**config.mk**
```make
export PLATFORM = sky130hd
export DESIGN_NAME = plot_stream_decoder_unit
export DESIGN_NICKNAME = d
export VERILOG_FILES = /design/src/hdl/psd_pkg.sv /design/src/hdl/plot_stream_decoder_unit.sv /design/src/hdl/psd_front.sv /design/src/hdl/psd_queue.sv /design/src/hdl/psd_back.sv
export SDC_FILE = /design/constraint.sdc
export NUM_CORES = 1
export LEC_CHECK = 0
export ABC_AREA = 1
export BUFFER_PORTS_ARGS = -buffer_cell sky130_fd_sc_hd__buf_2
export CORE_ASPECT_RATIO = 2
export CORE_UTILIZATION = 55
export CTS_CLUSTER_DIAMETER = 100
export DETAILED_ROUTE_END_ITERATION = 12
export GPL_TIMING_DRIVEN = 0
export PLACE_DENSITY = 0.75
export SETUP_SLACK_MARGIN = 0.4
export SLEW_MARGIN = 5
export SYNTH_ARGS = -nofsm -noshare
export SYNTH_HDL_FRONTEND = slang
export SYNTH_SLANG_ARGS = --single-unit
```
**constraint.sdc**
```tcl
create_clock -name i_clk -period 4.2 [get_ports i_clk]
set_clock_uncertainty 0.05 [all_clocks]
set_input_delay 0.84 -clock i_clk [delete_from_list [all_inputs] [get_ports i_clk]]
set_output_delay 0.84 -clock i_clk [all_outputs]
set_load 0.02 [all_outputs]
```
**src/hdl/psd_pkg.sv**
```systemverilog
// package for the plot stream decoder: record type, command and kind codes
// no dependencies; imported by every module of the decoder
package psd_pkg;

    localparam int QUEUE_DEPTH = 4;

    // command codes
    localparam logic [3:0] CMD_M = 4'd0;
    localparam logic [3:0] CMD_L = 4'd1;
    localparam logic [3:0] CMD_T = 4'd2;
    localparam logic [3:0] CMD_E = 4'd3;
    localparam logic [3:0] CMD_P = 4'd4;
    localparam logic [3:0] CMD_N = 4'd5;
    localparam logic [3:0] CMD_S = 4'd6;
    localparam logic [3:0] CMD_A = 4'd7;
    localparam logic [3:0] CMD_C = 4'd8;
    localparam logic [3:0] CMD_F = 4'd9;
    localparam logic [3:0] CMD_D = 4'd10;

    // record kinds
    localparam logic [1:0] KIND_BARE     = 2'd0;
    localparam logic [1:0] KIND_OPERAND  = 2'd1;
    localparam logic [1:0] KIND_TEXT_CHR = 2'd2;
    localparam logic [1:0] KIND_TEXT_END = 2'd3;

    typedef struct packed {
        logic [3:0]         command;
        logic [1:0]         kind;
        logic [15:0]        operand_index;
        logic signed [15:0] value;
        logic               last;
    } t_rec;

endpackage

```
**src/hdl/plot_stream_decoder_unit.sv**
```systemverilog
// top level of the plot stream decoder: front end, record queue, output stage
// depends on psd_pkg, psd_front, psd_queue, psd_back
//
//  channel   direction  handshake             payload
//  stream    in         i_valid / o_ready     i_stream_byte
//  record    out        o_valid / i_ready     o_command, o_kind, o_operand_index,
//                                             o_value, o_last
//
// one stream byte is taken per cycle while o_ready is high; a byte that ends a
// record pushes it into the queue on acceptance; the output stage then loads it.
// o_ready drops only when the record queue is full, so a stalled output
// backs up through DEPTH queue entries plus the output register.
// synchronous active-low reset empties the queue and returns the parser to idle.
module plot_stream_decoder_unit #(
    parameter int DEPTH = psd_pkg::QUEUE_DEPTH
) (
    input  logic               i_clk,
    input  logic               i_rst_n,
    input  logic               i_valid,
    output logic               o_ready,
    input  logic [7:0]         i_stream_byte,
    output logic               o_valid,
    input  logic               i_ready,
    output logic [3:0]         o_command,
    output logic [1:0]         o_kind,
    output logic [15:0]        o_operand_index,
    output logic signed [15:0] o_value,
    output logic               o_last
);
    import psd_pkg::*;

    logic push, full, pop, empty;
    t_rec front_rec, queue_rec, out_rec;

    psd_front u_front (
        .i_clk        (i_clk),
        .i_rst_n      (i_rst_n),
        .i_valid      (i_valid),
        .o_ready      (o_ready),
        .i_stream_byte(i_stream_byte),
        .i_queue_full (full),
        .o_push       (push),
        .o_rec        (front_rec)
    );

    psd_queue #(
        .DEPTH(DEPTH)
    ) u_queue (
        .i_clk  (i_clk),
        .i_rst_n(i_rst_n),
        .i_push (push),
        .i_rec  (front_rec),
        .o_full (full),
        .i_pop  (pop),
        .o_empty(empty),
        .o_rec  (queue_rec)
    );

    psd_back u_back (
        .i_clk  (i_clk),
        .i_rst_n(i_rst_n),
        .i_empty(empty),
        .i_rec  (queue_rec),
        .o_pop  (pop),
        .o_valid(o_valid),
        .i_ready(i_ready),
        .o_rec  (out_rec)
    );

    assign o_command       = out_rec.command;
    assign o_kind          = out_rec.kind;
    assign o_operand_index = out_rec.operand_index;
    assign o_value         = out_rec.value;
    assign o_last          = out_rec.last;

endmodule

```
**src/hdl/psd_front.sv**
```systemverilog
// front end: takes stream bytes, tracks command parsing state, builds records
// depends on psd_pkg
module psd_front (
    input  logic          i_clk,
    input  logic          i_rst_n,
    input  logic          i_valid,
    output logic          o_ready,
    input  logic [7:0]    i_stream_byte,
    input  logic          i_queue_full,
    output logic          o_push,
    output psd_pkg::t_rec o_rec
);
    import psd_pkg::*;

    typedef enum logic [1:0] {
        PH_IDLE = 2'd0,
        PH_LOW  = 2'd1,
        PH_HIGH = 2'd2,
        PH_TEXT = 2'd3
    } t_phase;

    localparam logic [7:0] CH_M  = 8'h6d;
    localparam logic [7:0] CH_L  = 8'h6c;
    localparam logic [7:0] CH_T  = 8'h74;
    localparam logic [7:0] CH_E  = 8'h65;
    localparam logic [7:0] CH_P  = 8'h70;
    localparam logic [7:0] CH_N  = 8'h6e;
    localparam logic [7:0] CH_S  = 8'h73;
    localparam logic [7:0] CH_A  = 8'h61;
    localparam logic [7:0] CH_C  = 8'h63;
    localparam logic [7:0] CH_F  = 8'h66;
    localparam logic [7:0] CH_D  = 8'h64;
    localparam logic [7:0] CH_LF = 8'h0a;
    localparam logic [7:0] CH_NUL = 8'h00;

    t_phase      r_phase, n_phase;
    logic [3:0]  r_cmd, n_cmd;
    logic [7:0]  r_low, n_low;
    logic [15:0] r_count, n_count;
    logic [15:0] r_needed, n_needed;

    logic        accept;
    logic        hit;
    logic [3:0]  dec_code;
    logic [15:0] dec_count;
    logic [15:0] word;
    logic [15:0] needed_eff;
    logic [16:0] next_idx;
    logic        is_last;

    assign o_ready = !i_queue_full;
    assign accept  = i_valid && o_ready;
    assign word    = {i_stream_byte, r_low};

    always_comb begin
        hit       = 1'b1;
        dec_code  = CMD_M;
        dec_count = 16'd0;
        unique case (i_stream_byte)
            CH_M: begin dec_code = CMD_M; dec_count = 16'd2; end
            CH_L: begin dec_code = CMD_L; dec_count = 16'd4; end
            CH_T: begin dec_code = CMD_T; dec_count = 16'd0; end
            CH_E: begin dec_code = CMD_E; dec_count = 16'd0; end
            CH_P: begin dec_code = CMD_P; dec_count = 16'd2; end
            CH_N: begin dec_code = CMD_N; dec_count = 16'd2; end
            CH_S: begin dec_code = CMD_S; dec_count = 16'd4; end
            CH_A: begin dec_code = CMD_A; dec_count = 16'd6; end
            CH_C: begin dec_code = CMD_C; dec_count = 16'd3; end
            CH_F: begin dec_code = CMD_F; dec_count = 16'd0; end
            CH_D: begin dec_code = CMD_D; dec_count = 16'd4; end
            default: hit = 1'b0;
        endcase
    end

    // dot pattern count comes from the fourth operand when positive
    always_comb begin
        needed_eff = r_needed;
        if (r_cmd == CMD_D && r_count == 16'd3) begin
            if (!word[15] && word != 16'd0) begin
                needed_eff = 16'd4 + word;
            end else begin
                needed_eff = 16'd4;
            end
        end
        next_idx = {1'b0, r_count} + 17'd1;
        is_last  = next_idx >= {1'b0, needed_eff};
    end

    always_comb begin
        n_phase  = r_phase;
        n_cmd    = r_cmd;
        n_low    = r_low;
        n_count  = r_count;
        n_needed = r_needed;
        o_push   = 1'b0;
        o_rec    = '{command: r_cmd, kind: KIND_BARE, operand_index: 16'd0,
                     value: 16'sd0, last: 1'b0};
        if (accept) begin
            unique case (r_phase)
                PH_IDLE: begin
                    if (hit) begin
                        n_cmd    = dec_code;
                        n_count  = 16'd0;
                        n_needed = dec_count;
                        if (dec_code == CMD_E) begin
                            o_push = 1'b1;
                            o_rec  = '{command: dec_code, kind: KIND_BARE,
                                       operand_index: 16'd0, value: 16'sd0,
                                       last: 1'b1};
                        end else if (dec_count == 16'd0) begin
                            n_phase = PH_TEXT;
                        end else begin
                            n_phase = PH_LOW;
                        end
                    end
                end
                PH_LOW: begin
                    n_low   = i_stream_byte;
                    n_phase = PH_HIGH;
                end
                PH_HIGH: begin
                    n_needed = needed_eff;
                    o_push   = 1'b1;
                    o_rec    = '{command: r_cmd, kind: KIND_OPERAND,
                                 operand_index: r_count, value: word,
                                 last: is_last};
                    n_count  = next_idx[15:0];
                    n_phase  = is_last ? PH_IDLE : PH_LOW;
                end
                PH_TEXT: begin
                    o_push = 1'b1;
                    if (i_stream_byte == CH_LF || i_stream_byte == CH_NUL) begin
                        o_rec   = '{command: r_cmd, kind: KIND_TEXT_END,
                                    operand_index: r_count,
                                    value: {8'd0, i_stream_byte}, last: 1'b1};
                        n_phase = PH_IDLE;
                    end else begin
                        o_rec = '{command: r_cmd, kind: KIND_TEXT_CHR,
                                  operand_index: r_count,
                                  value: {8'd0, i_stream_byte}, last: 1'b0};
                        // index saturates on very long text
                        if (r_count != 16'hffff) begin
                            n_count = next_idx[15:0];
                        end
                    end
                end
                default: n_phase = PH_IDLE;
            endcase
        end
    end

    always_ff @(posedge i_clk) begin
        if (!i_rst_n) begin
            r_phase  <= PH_IDLE;
            r_cmd    <= CMD_M;
            r_low    <= 8'd0;
            r_count  <= 16'd0;
            r_needed <= 16'd0;
        end else begin
            r_phase  <= n_phase;
            r_cmd    <= n_cmd;
            r_low    <= n_low;
            r_count  <= n_count;
            r_needed <= n_needed;
        end
    end

endmodule

```
**src/hdl/psd_queue.sv**
```systemverilog
// short record queue between the front end and the output stage
// depends on psd_pkg
module psd_queue #(
    parameter int DEPTH = psd_pkg::QUEUE_DEPTH
) (
    input  logic          i_clk,
    input  logic          i_rst_n,
    input  logic          i_push,
    input  psd_pkg::t_rec i_rec,
    output logic          o_full,
    input  logic          i_pop,
    output logic          o_empty,
    output psd_pkg::t_rec o_rec
);
    import psd_pkg::*;

    localparam int PW = (DEPTH > 1) ? $clog2(DEPTH) : 1;
    localparam int CW = $clog2(DEPTH + 1);
    localparam logic [PW-1:0] LAST_PTR = PW'(DEPTH - 1);
    localparam logic [CW-1:0] FULL_CNT = CW'(DEPTH);

    t_rec          r_mem [DEPTH];
    logic [PW-1:0] r_wr_ptr, n_wr_ptr;
    logic [PW-1:0] r_rd_ptr, n_rd_ptr;
    logic [CW-1:0] r_cnt, n_cnt;
    logic          do_push, do_pop;

    assign o_full  = r_cnt == FULL_CNT;
    assign o_empty = r_cnt == '0;
    assign o_rec   = r_mem[r_rd_ptr];
    assign do_push = i_push && !o_full;
    assign do_pop  = i_pop && !o_empty;

    always_comb begin
        n_wr_ptr = r_wr_ptr;
        n_rd_ptr = r_rd_ptr;
        n_cnt    = r_cnt;
        if (do_push) begin
            n_wr_ptr = (r_wr_ptr == LAST_PTR) ? '0 : r_wr_ptr + PW'(1);
        end
        if (do_pop) begin
            n_rd_ptr = (r_rd_ptr == LAST_PTR) ? '0 : r_rd_ptr + PW'(1);
        end
        if (do_push && !do_pop) begin
            n_cnt = r_cnt + CW'(1);
        end else if (do_pop && !do_push) begin
            n_cnt = r_cnt - CW'(1);
        end
    end

    always_ff @(posedge i_clk) begin
        if (do_push) begin
            r_mem[r_wr_ptr] <= i_rec;
        end
    end

    always_ff @(posedge i_clk) begin
        if (!i_rst_n) begin
            r_wr_ptr <= '0;
            r_rd_ptr <= '0;
            r_cnt    <= '0;
        end else begin
            r_wr_ptr <= n_wr_ptr;
            r_rd_ptr <= n_rd_ptr;
            r_cnt    <= n_cnt;
        end
    end

endmodule

```
**src/hdl/psd_back.sv**
```systemverilog
// output stage: pulls records from the queue into the output register
// depends on psd_pkg
module psd_back (
    input  logic          i_clk,
    input  logic          i_rst_n,
    input  logic          i_empty,
    input  psd_pkg::t_rec i_rec,
    output logic          o_pop,
    output logic          o_valid,
    input  logic          i_ready,
    output psd_pkg::t_rec o_rec
);
    import psd_pkg::*;

    logic r_valid, n_valid;
    t_rec r_rec;

    // refill whenever the held beat leaves or the register is empty
    assign o_pop   = !i_empty && (!r_valid || i_ready);
    assign o_valid = r_valid;
    assign o_rec   = r_rec;

    always_comb begin
        n_valid = r_valid;
        if (o_pop) begin
            n_valid = 1'b1;
        end else if (i_ready) begin
            n_valid = 1'b0;
        end
    end

    always_ff @(posedge i_clk) begin
        if (o_pop) begin
            r_rec <= i_rec;
        end
    end

    always_ff @(posedge i_clk) begin
        if (!i_rst_n) begin
            r_valid <= 1'b0;
        end else begin
            r_valid <= n_valid;
        end
    end

endmodule
```
==> results of run 1 <==
## cell type report
type                    count  share of cell area
multi-input cells         703               0.298
inverters                 112              0.0331
flip-flops and latches    249               0.543
clock buffers              30              0.0471
clock inverters            10             0.00773
plain buffers              45              0.0173
repair buffers             54              0.0288
well taps                 262              0.0256
## how the worst min path moves through the flow
stage / from / to / slack (ns) / cells past startpoint
finish: u_front.r_needed[13] / u_front.r_needed[13] / 0.41 / 2
global route: u_front.r_needed[13] / u_front.r_needed[13] / 0.43 / 2
CTS: u_front.r_needed[13] / u_front.r_needed[13] / 0.41 / 2
detailed placement: u_front.r_needed[13] / u_front.r_needed[13] / 0.40 / 2
global placement: u_front.r_needed[14] / u_front.r_needed[14] / 0.40 / 2
floorplan: u_front.r_needed[13] / u_front.r_needed[13] / 0.39 / 2
## cells in the mapped netlist, drive strengths merged (5+ instances only)
| cell | n | area share |
|---|---|---|
| a211oi | 10 | 0.0066 |
| nand2 | 141 | 0.053 |
| nand4 | 19 | 0.012 |
| clkbuf | 32 | 0.011 |
| edfxtp | 195 | 0.52 |
| a21oi | 55 | 0.028 |
| or2 | 11 | 0.0061 |
| o21ai | 127 | 0.056 |
| buf | 12 | 0.0081 |
| inv | 109 | 0.036 |
| nor3 | 19 | 0.011 |
| nand3 | 39 | 0.019 |
| xor2 | 10 | 0.0077 |
| nor4 | 5 | 0.0028 |
| o22ai | 48 | 0.027 |
| ha | 25 | 0.028 |
| nor2 | 181 | 0.065 |
| dfxtp | 54 | 0.095 |
## report_power, final
part	internal [mW]	leakage, nW	switching [mW]	total (mW)
Sequential	3.06	2.26	0.108	3.17
Combinational	0.637	2.14	1.48	2.12
Clock	1.08	0.337	0.875	1.96
## layer usage
metal | track usage | routed length (um)
met5 | 0 | 0
met4 | 0.172 | 1700
met3 | 0.0235 | 1360
met2 | 0.490 | 14700
met1 | 0.286 | 9350
## stage by stage
stage,instance area [sq um],TNS [ns]
2_1_floorplan,11300,0
3_3_place_gp,11900,-186.00
5_1_grt,12800,0
4_1_cts,12800,0
3_5_place_dp,12100,0
6_report,12800,0
## logic make-up after synthesis
family / count (synthesis) / synth area share
and+or+nand+nor: 418 / 0.171
DFF: 249 / 0.612
xor gates and xnor gates: 10 / 0.00773
AOI/OAI and AO/OA: 249 / 0.123
buffers and inverters: 157 / 0.0569
adders and majority gates: 26 / 0.0294
## sequential cells by signal, indices dropped and copies added (netlist names)
signal            count
u_queue.r_mem       156
u_back.o_rec         39
u_front.r_count      16
u_front.r_needed     16
u_front.r_low         8
u_front.r_cmd         4
u_queue.r_cnt         3
u_front.r_phase       2
u_queue.r_rd_ptr      2
u_queue.r_wr_ptr      2
u_back.o_valid        1
## repair_timing
item,4_1_cts,5_1_grt
setup endpoints to repair,0,4
hold buffers,0,0
resized for setup,0,3
## critical path, delay by kind of cell (launching register included)
kind	cells	cell delay (ns)
AOI/OAI and AO/OA	5	0.91
adders and majority gates	1	0.42
buffers and inverters	2	0.46
DFF	1	0.35
and+or+nand+nor	8	1.16
==> metrics.csv, run 1 <==
metric,value,unit
type of the most critical hold path,reg -> reg,
"Power, Total",7.24,mW
storage element area,6940,sq um
DP Cell Count,1425,
crit path max-delay cell type,ha_1,
Final Core Density,0.639,
RSZ-0062 raised after global routing,false,
"commonest non-fill, non-tap cell in the layout",edfxtp_1,
max-cap violation count,0,
CP endpoint,u_queue.r_mem[3][0],
CTS tree,yes,
Clock Sinks,249,
Critical Path RT,4.40,ns
routability congestion estimate,0.970,
mapped cell area,11300,sq um
fin. max-slew vios,0,
reg2reg path depth,16,
Pleak,4.74,nW
Final Critical Period,3.61,ns
R2R setup slack,0.59,ns
DRT Pass-1 Iters,5,
Worst VDD drop,0.000339,V
syn avg cell area,10.2,sq um
Synth Flop Type,edfxtp_1,
CP startpoint,u_front.r_count[14],
final worst setup slack,0.589,ns
Avg WL per Cell,18.5,um
Remaining DRCs,0,
Final Net Count,1225,
Final Instance Count excl. Fillers,1465,
R2R Path End,u_queue.r_mem[3][0],
Async SR Flop Fraction,0,
Initial Utilization,0.566,
crit path launch type,flip-flop,
DIE WIDTH,103,um
Critical Path Sink Type,flip-flop,
Post-synth EDFFs,195,
share of cells above drive strength 1,0.153,
FILL cells,1589,
CP peak stage delay,0.42,ns
Mapped Nets,1147,
"Distinct cells, synth",44,
Final setup viols,0,
cell mode on critical path,a21oi_1,
reg2reg start,u_front.r_count[14],
"Seq/Total Area, Yosys",0.612,
Detailed Route WL,27.1,mm
worst skew pair latency,0.52,ns
Die H,205,um
initial antenna violation count,0,
fmax,277,MHz
critical path class,reg -> reg,
Via density,5.76,
gr ovfl total,0,
Seq cells post-synth,249,
die footprint,21200,sq um
vias in the first global route,8190,
Slew @ Worst Pin,0.823,ns
Worst EP arrival,3.81,ns
remaining antenna violation count after routing,0,
H-tree depth,1,
DR iter-0 viols,577,
first-pass GRT wire length,42.3,mm
IO Port Bufs,49,
Rows,73,
Longest Clk Path Bufs,3,
period utilization,0.860,
Post-DP HPWL,19.4,mm
total setup buffers inserted after CTS,0,
DP Worst Slack,0.320,ns
Vias,8438,
status,completed,
boundary pin count,53,
Area Overhead vs Synth,12.8,%
area of the multi-input gates,3810,sq um
Clock transition at path regs,0.07,ns
root buf cell,clkbuf_16,
Core ar.,20000,sq um
Ys Warns,0,
number of cells produced by synthesis,1109,
most frequent cells in the layout,"195 x edfxtp_1, 159 x nor2_1, 121 x nand2_1",
Power per Cell Area,567,nW/um^2
final hold violations,0,
largest net degree at the start of global routing,25,
worst-path cell chain,inv_1 -> nand4_1 -> nor3_2 -> nand2_1 -> nor2_2 -> buf_4 -> o21ai_0 -> ha_1 -> a21oi_1 -> o21ai_0 -> a21oi_1 -> nor2_1 -> nor2_1 -> nand3_1 -> a21oi_1 -> nor2_2,
overall global routing resource usage,0.268,
CTS Buf Count,22,
ant diodes,0,
final hold slack,0.411,ns
Worst Path Max Fanout,10,
Rel. slew slack,0.452,
(Power assumes the default switching activity.)
==> run 2: changes to the inputs <==
--- a/config.mk
+++ b/config.mk
@@ -8,13 +8,14 @@
 export ABC_AREA = 1
 export BUFFER_PORTS_ARGS = -buffer_cell sky130_fd_sc_hd__buf_2
 export CORE_ASPECT_RATIO = 2
-export CORE_UTILIZATION = 55
-export CTS_CLUSTER_DIAMETER = 100
+export CORE_UTILIZATION = 56
+export CTS_CLUSTER_DIAMETER = 150
 export DETAILED_ROUTE_END_ITERATION = 12
 export GPL_TIMING_DRIVEN = 0
-export PLACE_DENSITY = 0.75
-export SETUP_SLACK_MARGIN = 0.4
+export PLACE_DENSITY = 0.77
+export SETUP_SLACK_MARGIN = 0.15
 export SLEW_MARGIN = 5
 export SYNTH_ARGS = -nofsm -noshare
 export SYNTH_HDL_FRONTEND = slang
+export SYNTH_HIERARCHICAL = 1
 export SYNTH_SLANG_ARGS = --single-unit
==> metrics.csv, run 2 <==
metric,value,unit,change
status,completed,,
"commonest non-fill, non-tap cell in the layout",edfxtp_1,,
R2R setup slack,0.71,ns,+0.12 ns
Post-DP HPWL,20.0,mm,+3.1%
"Seq/Total Area, Yosys",0.614,,+0.00150
Post-synth EDFFs,195,,unchanged
DP Area,12100,sq um,+0.13%
max-cap violation count,0,,unchanged
mapped cell area,11400,sq um,+0.33%
gr ovfl total,0,,unchanged
Final Instance Count excl. Fillers,1501,,+2.5%
R2R Path End,u_queue/r_mem[0][0],,
Longest Clk Path Bufs,3,,unchanged
RSZ-0062 raised after global routing,false,,
Worst Path Max Fanout,10,,unchanged
final hold violations,0,,unchanged
Worst VDD drop,0.000526,V,+55%
type of the most critical hold path,reg -> reg,,
Final Critical Period,3.49,ns,-0.117 ns
Vias,8578,,+1.7%
reg2reg path depth,17,,+1
number of cells produced by synthesis,1144,,+3.2%
Clock Sinks,251,,+0.80%
Initial Utilization,0.571,,+0.00448
Comb pwr share,0.320,,+0.028
worst skew pair latency,0.52,ns,about the same
"Power, Total",7.94,mW,+9.6%
period utilization,0.832,,-0.0278
Pleak,5.27,nW,+11%
Hold Crit Start,u_front/r_needed[11],,
Mapped Nets,1182,,+3.1%
Finished Cell Area,12800,sq um,+0.45%
vias in the first global route,8467,,+3.4%
boundary pin count,53,,unchanged
DRT Pass-1 Iters,5,,unchanged
Slew @ Worst Pin,0.631,ns,-0.192 ns
Area Overhead vs Synth,13.0,%,
Clock transition at path regs,0.07,ns,about the same
Power per Cell Area,618,nW/um^2,+9.1%
Rows,73,,unchanged
Avg WL per Cell,18.4,um,-0.35%
Core ar.,19900,sq um,-0.46%
reg2reg start,u_front/r_low[2],,
largest net degree at the start of global routing,30,,+20%
DR iter-0 viols,566,,-1.9%
Net Switching,2.78,mW,+13%
Synth area leader,edfxtp_1,,
IO Port Bufs,50,,+2.0%
routability congestion estimate,0.948,,-2.2%
Rel. slew slack,0.580,,+0.128
Final Net Count,1261,,+2.9%
Detailed Route WL,27.6,mm,+2.1%
H-tree depth,1,,unchanged
Remaining DRCs,0,,unchanged
syn avg cell area,9.94,sq um,-2.7%
Top reg by flops,u_queue/r_mem,,
Seq cells post-synth,251,,+0.80%
top post-synthesis cells by count,"195 x edfxtp_1, 188 x nor2_1, 172 x nand2_1",,
fin. max-slew vios,0,,unchanged
cell count of the worst hold path,2,,unchanged
Critical Path RT,4.47,ns,+0.07 ns
initial antenna violation count,0,,unchanged
share of cells above drive strength 1,0.132,,-0.0206
Flop pwr share,0.415,,-0.022
share of the synthesized area in the top cell type,0.515,,-0.00171
remaining antenna violation count after routing,0,,unchanged
most frequent cells in the layout,"195 x edfxtp_1, 184 x nor2_1, 172 x nand2_1",,
root buf cell,clkbuf_16,,
WHS Endpoint,u_front/r_needed[11],,
internal power,5.16,mW,+7.9%
final hold slack,0.408,ns,-0.00363 ns
die footprint,20900,sq um,-1.4%
fmax,286,MHz,+3.3%
max FFs per register,156,,unchanged
CTS tree,yes,,
critical path class,reg -> reg,,
post-CTS resize count,0,,unchanged
Async SR Flop Fraction,0,,unchanged
clock share of power,0.264,,-0.006
crit path launch type,flip-flop,,
final worst setup slack,0.706,ns,+0.117 ns
Via density,5.71,,-0.78%
CTS Buf Count,22,,unchanged
DP Worst Slack,0.237,ns,-0.0830 ns
overall global routing resource usage,0.275,,+0.00688
ranking of synthesized cells by area,"edfxtp_1 52%, dfxtp_1 9.9%, nor2_1 6.2%",,
hold-fix buffer count after cts,0,,unchanged
DIE WIDTH,103,um,-0.72%
Final Core Density,0.645,,+0.00582
total setup buffers inserted after CTS,0,,unchanged
most frequent cell after synthesis,edfxtp_1,,
"Distinct cells, synth",39,,-11%
ant diodes,0,,unchanged
Synth Flop Type,edfxtp_1,,
Ys Warns,6,,+6
Fin Setup TNS,0,ns,unchanged
first-pass GRT wire length,43.5,mm,+2.7%
Worst EP arrival,3.76,ns,-0.05 ns
Critical Path Sink Type,flip-flop,,
Final setup viols,0,,unchanged
sw frac,0.350,,+0.00992
Die H,203,um,-0.73%
DP Cell Count,1461,,+2.5%
==> run 2: cell types whose count changed in the layout (fill, tap and decap cells not counted), sizes merged, moves of 3 or more <==
cell	previous run	this run
clkbuf	62	47
inv	109	114
nand2	141	178
buf	66	80
o21ai	127	118
xor2	10	20
nand4	19	22
a211oi	10	0
nor2	181	192
nor3	19	14
==> run 2: power groups by stage <==
stage	clock network [mW]	registers (mW)	logic (mW)
after floorplan	0	3.62	1.43
after global placement	0	3.36	2.38
after detailed placement	0	3.35	2.52
after CTS	2.12	3.30	2.54
after global routing	2.22	3.34	2.80
final	2.10	3.29	2.54
==> run 2: area by class of cell <==
type | instances | area, sq um
fill | 1618 | 7070
sequential | 251 | 6980
multi-input combinational | 733 | 3730
clock buffer | 27 | 591
inverter | 115 | 437
timing repair buffer | 55 | 350
tap | 262 | 328
buffer | 45 | 265
clock inverter | 13 | 163
==> run 2: worst max path at each step <==
| stage | from | to | slack [ns] | cells after the start |
|---|---|---|---|---|
| after global placement | i_stream_byte[7] | u_queue/r_mem[0][8] | -1.70 | 10 |
| after CTS | u_front/r_low[2] | u_queue/r_mem[0][0] | 0.71 | 17 |
| final | u_front/r_low[2] | u_queue/r_mem[0][0] | 0.71 | 17 |
| after detailed placement | i_stream_byte[7] | u_queue/r_cnt[2] | 0.24 | 19 |
| after floorplan | i_stream_byte[7] | u_queue/r_mem[0][0] | 0.13 | 9 |
| after global routing | u_front/r_low[2] | u_queue/r_mem[0][0] | 0.20 | 17 |
==> run 2: cell families after synthesis <==
kind of cell	count (synthesis)	synth area share
fa+ha+maj	26	0.0293
simple gates	458	0.172
flops	251	0.614
buf+inv	160	0.0617
xor+xnor	20	0.0154
compound gates	229	0.108
==> run 2: metal layers <==
metal  vias up  GRT usage  wire length [um]
li1       4081          -                 -
met1      4065      0.294              9410
met2       346      0.513             15600
met3        86     0.0264              1370
met4         0      0.150              1260
met5         -          0                 0
==> run 2: critical path, stage by stage, from the launching register on <==
cell	delay, ns
dfxtp_1	0.37
inv_1	0.15
ha_1	0.22
nand3_1	0.07
nor2_1	0.05
nand2_1	0.12
nand2_1	0.12
clkbuf_1	0.20
o21ai_0	0.36
o21ai_0	0.18
ha_1	0.35
nand2_1	0.07
nor3_1	0.19
nor3b_1	0.23
nand3b_1	0.10
nand3_1	0.11
nand2_1	0.09
a21oi_1	0.27
==> run 3: changes to the inputs <==
--- a/config.mk
+++ b/config.mk
@@ -5,14 +5,14 @@
 export SDC_FILE = /design/constraint.sdc
 export NUM_CORES = 1
 export LEC_CHECK = 0
-export ABC_AREA = 1
+export ABC_AREA = 0
 export BUFFER_PORTS_ARGS = -buffer_cell sky130_fd_sc_hd__buf_2
 export CORE_ASPECT_RATIO = 2
-export CORE_UTILIZATION = 56
+export CORE_UTILIZATION = 55
 export CTS_CLUSTER_DIAMETER = 150
 export DETAILED_ROUTE_END_ITERATION = 12
 export GPL_TIMING_DRIVEN = 0
-export PLACE_DENSITY = 0.77
+export PLACE_DENSITY = 0.76
 export SETUP_SLACK_MARGIN = 0.15
 export SLEW_MARGIN = 5
 export SYNTH_ARGS = -nofsm -noshare
==> constraint.sdc (replaced) <==
create_clock -name i_clk -period 3.02 [get_ports i_clk]
set_clock_uncertainty 0.05 [all_clocks]
set_input_delay 0.604 -clock i_clk [delete_from_list [all_inputs] [get_ports i_clk]]
set_output_delay 0.604 -clock i_clk [all_outputs]
set_load 0.02 [all_outputs]
==> metrics.csv, run 3 <==
metric,value,unit,change
root buf cell,clkbuf_16,,
RSZ-0062 raised after global routing,true,,
worst skew pair latency,0.51,ns,about the same
final worst setup slack,-0.521,ns,-1.23 ns
number of cells produced by synthesis,764,,-33%
Worst Path Max Fanout,6,,-4
Die H,200,um,-1.5%
FILL cells,1371,,-15%
Clock Sinks,251,,unchanged
worst-path cell chain,buf_8 -> nor4_4 -> nand3_2 -> or2_4 -> buf_6 -> buf_8 -> a22oi_2 -> ha_1 -> nand4_1 -> inv_1 -> a2111oi_2 -> nor3_1 -> nor4_2 -> buf_4 -> o221ai_4,,
Mapped Nets,802,,-32%
cell mode on critical path,buf_8,,
Clock transition at path regs,0.07,ns,about the same
Worst VDD drop,0.000502,V,-4.6%
Pleak,4.48,nW,-15%
remaining antenna violation count after routing,0,,unchanged
gr ovfl total,0,,unchanged
vias in the first global route,7410,,-12%
die footprint,20300,sq um,-3.0%
critical path class,reg -> reg,,
DRT Pass-1 Iters,5,,unchanged
hold-fix buffer count after cts,0,,unchanged
ranking of synthesized cells by area,"edfxtp_1 54%, dfxtp_1 10%, mux4_2 8.1%",,
mapped cell area,10800,sq um,-4.8%
period utilization,1.17,,+0.341
Area Overhead vs Synth,21.0,%,
"Power, Total",8.47,mW,+6.7%
Worst EP arrival,3.71,ns,-0.05 ns
ant diodes,0,,unchanged
fmax,282,MHz,-1.3%
Critical Path Sink Type,flip-flop,,
routability congestion estimate,0.890,,-6.2%
initial antenna violation count,0,,unchanged
Longest Clk Path Bufs,3,,unchanged
Core ar.,19300,sq um,-3.2%
DIE WIDTH,101,um,-1.5%
share of the synthesized area in the top cell type,0.541,,+0.0258
Final Net Count,924,,-27%
first-pass GRT wire length,40.5,mm,-6.8%
"commonest non-fill, non-tap cell in the layout",edfxtp_1,,
crit path max-delay cell type,nor4_4,,
Ys Warns,6,,unchanged
violated checks,setup timing,,
fin. max-slew vios,0,,unchanged
Synth area leader,edfxtp_1,,
Final Instance Count excl. Fillers,1160,,-23%
Initial Utilization,0.562,,-0.00942
CP peak stage delay,0.35,ns,-0.02 ns
Detailed Route WL,26.8,mm,-3.2%
"Distinct cells, synth",63,,+62%
Avg WL per Cell,23.1,um,+25%
Async SR Flop Fraction,0,,unchanged
crit path launch type,flip-flop,,
Via density,6.13,,+7.3%
Vias,7111,,-17%
Post-synth EDFFs,195,,unchanged
Rows,72,,-1.4%
Synth Flop Type,edfxtp_1,,
Final setup viols,5,,+5
CTS tree,yes,,
largest net degree at the start of global routing,40,,+33%
H-tree depth,1,,unchanged
DR iter-0 viols,505,,-11%
Rel. slew slack,0.241,,-0.338
IO Port Bufs,49,,-2.0%
DP Cell Count,1072,,-27%
top post-synthesis cells by count,"195 x edfxtp_1, 57 x nand2_1, 56 x dfxtp_1",,
syn avg cell area,14.2,sq um,+43%
Slew @ Worst Pin,1.13,ns,+0.502 ns
Top reg by flops,u_queue/r_mem,,
Critical Path RT,3.19,ns,-1.28 ns
Final Core Density,0.679,,+0.0344
share of cells above drive strength 1,0.299,,+0.166
Final Critical Period,3.54,ns,+0.0471 ns
most frequent cells in the layout,"195 x edfxtp_1, 55 x nand2_1, 54 x buf_2",,
overall global routing resource usage,0.268,,-0.00720
"Seq/Total Area, Yosys",0.644,,+0.0308
status,"finished, violations left",,
max FFs per register,156,,unchanged
final hold slack,0.339,ns,-0.0689 ns
Seq cells post-synth,251,,unchanged
Remaining DRCs,0,,unchanged
final hold violations,0,,unchanged
CTS Buf Count,22,,unchanged
Power per Cell Area,647,nW/um^2,+4.6%
max-cap violation count,0,,unchanged
Fin Setup TNS,-2.49,ns,-2.49 ns
boundary pin count,53,,unchanged
type of the most critical hold path,in -> reg,,
Post-DP HPWL,17.7,mm,-12%
most frequent cell after synthesis,edfxtp_1,,
[run 3: cell types whose count changed after synthesis, sizes merged, moves of 23 or more]
cell	previous run	this run
nor2	192	40
nand2	178	58
inv	114	16
o21ai	118	23
mux4	0	39
o22ai	47	8
a21oi	55	27
xnor2	0	23
[run 3: worst paths after layout]
| check | from | end | slack [ns] | cells after the start |
|---|---|---|---|---|
| worst max register to register | u_front/r_count[12] | u_queue/r_mem[0][0] | -0.52 | 15 |
| worst min register to register | u_front/r_needed[12] | u_front/r_needed[12] | 0.42 | 1 |
| worst max-delay path | u_front/r_count[12] | u_queue/r_mem[0][0] | -0.52 | 15 |
| worst min-delay path | i_stream_byte[5] | u_front/r_low[5] | 0.34 | 3 |
[run 3: report_power, final]
group          leakage (nW)  switching (mW)  internal (mW)
clock                 0.358            1.20           1.65
combinational          1.94           0.942          0.500
sequential             2.18           0.104           4.07
[run 3: routing by layer]
metal,vias to the layer above,share of wire,global-route usage
met5,-,0,0
met4,0,0.058,0.146
met3,88,0.041,0.0248
met2,282,0.56,0.500
met1,3553,0.35,0.288
li1,3188,-,-
[run 3: logic make-up (layout without fill, tap and decap cells)]
kind of cell | after synthesis | after routing | share of synthesized area
AO/OA/AOI/OAI | 111 | 111 | 0.0698
adder cells (fa/ha/maj) | 27 | 27 | 0.0317
multiplexers | 52 | 52 | 0.0932
buffers and inverters | 60 | 195 | 0.0259
AND/OR/NAND/NOR | 233 | 235 | 0.111
XOR/XNOR | 30 | 30 | 0.0243
flip-flops | 251 | 251 | 0.644
[run 3: cell type report]
cell class,instances,area [sq um],share of cell area
plain buffers,44,310,0.0237
multi-input cells,455,3950,0.302
inverters,16,60.1,0.00459
clock inverters,13,150,0.0115
well taps,259,324,0.0247
repair buffers,96,719,0.0549
flip-flops and latches,251,6990,0.534
clock buffers,26,587,0.0448
[run 3: critical path, delay by kind of cell (launching register included)]
| kind | cells | cell delay [ns] |
|---|---|---|
| compound gates | 3 | 0.68 |
| fa+ha+maj | 1 | 0.30 |
| buf+inv | 5 | 0.65 |
| flops | 1 | 0.32 |
| simple gates | 6 | 1.27 |
[run 3: per-stage QoR]
| step | cell area [sq um] | worst slack, ns |
|---|---|---|
| 5_1_grt | 13100 | -0.630 |
| 3_3_place_gp | 11500 | -1.53 |
| 6_report | 13100 | -0.521 |
| 4_1_cts | 12700 | -0.425 |
| 2_1_floorplan | 10900 | -0.395 |
| 3_5_place_dp | 11500 | -1.46 |
[run 3: what timing repair did]
| action | 4_1_cts | 5_1_grt |
|---|---|---|
| buffers inserted | 28 | 17 |
| cloned | 3 | 1 |
| resized for setup | 59 | 69 |
| pin swaps | 18 | 12 |
| endpoints found under the setup margin | 164 | 179 |
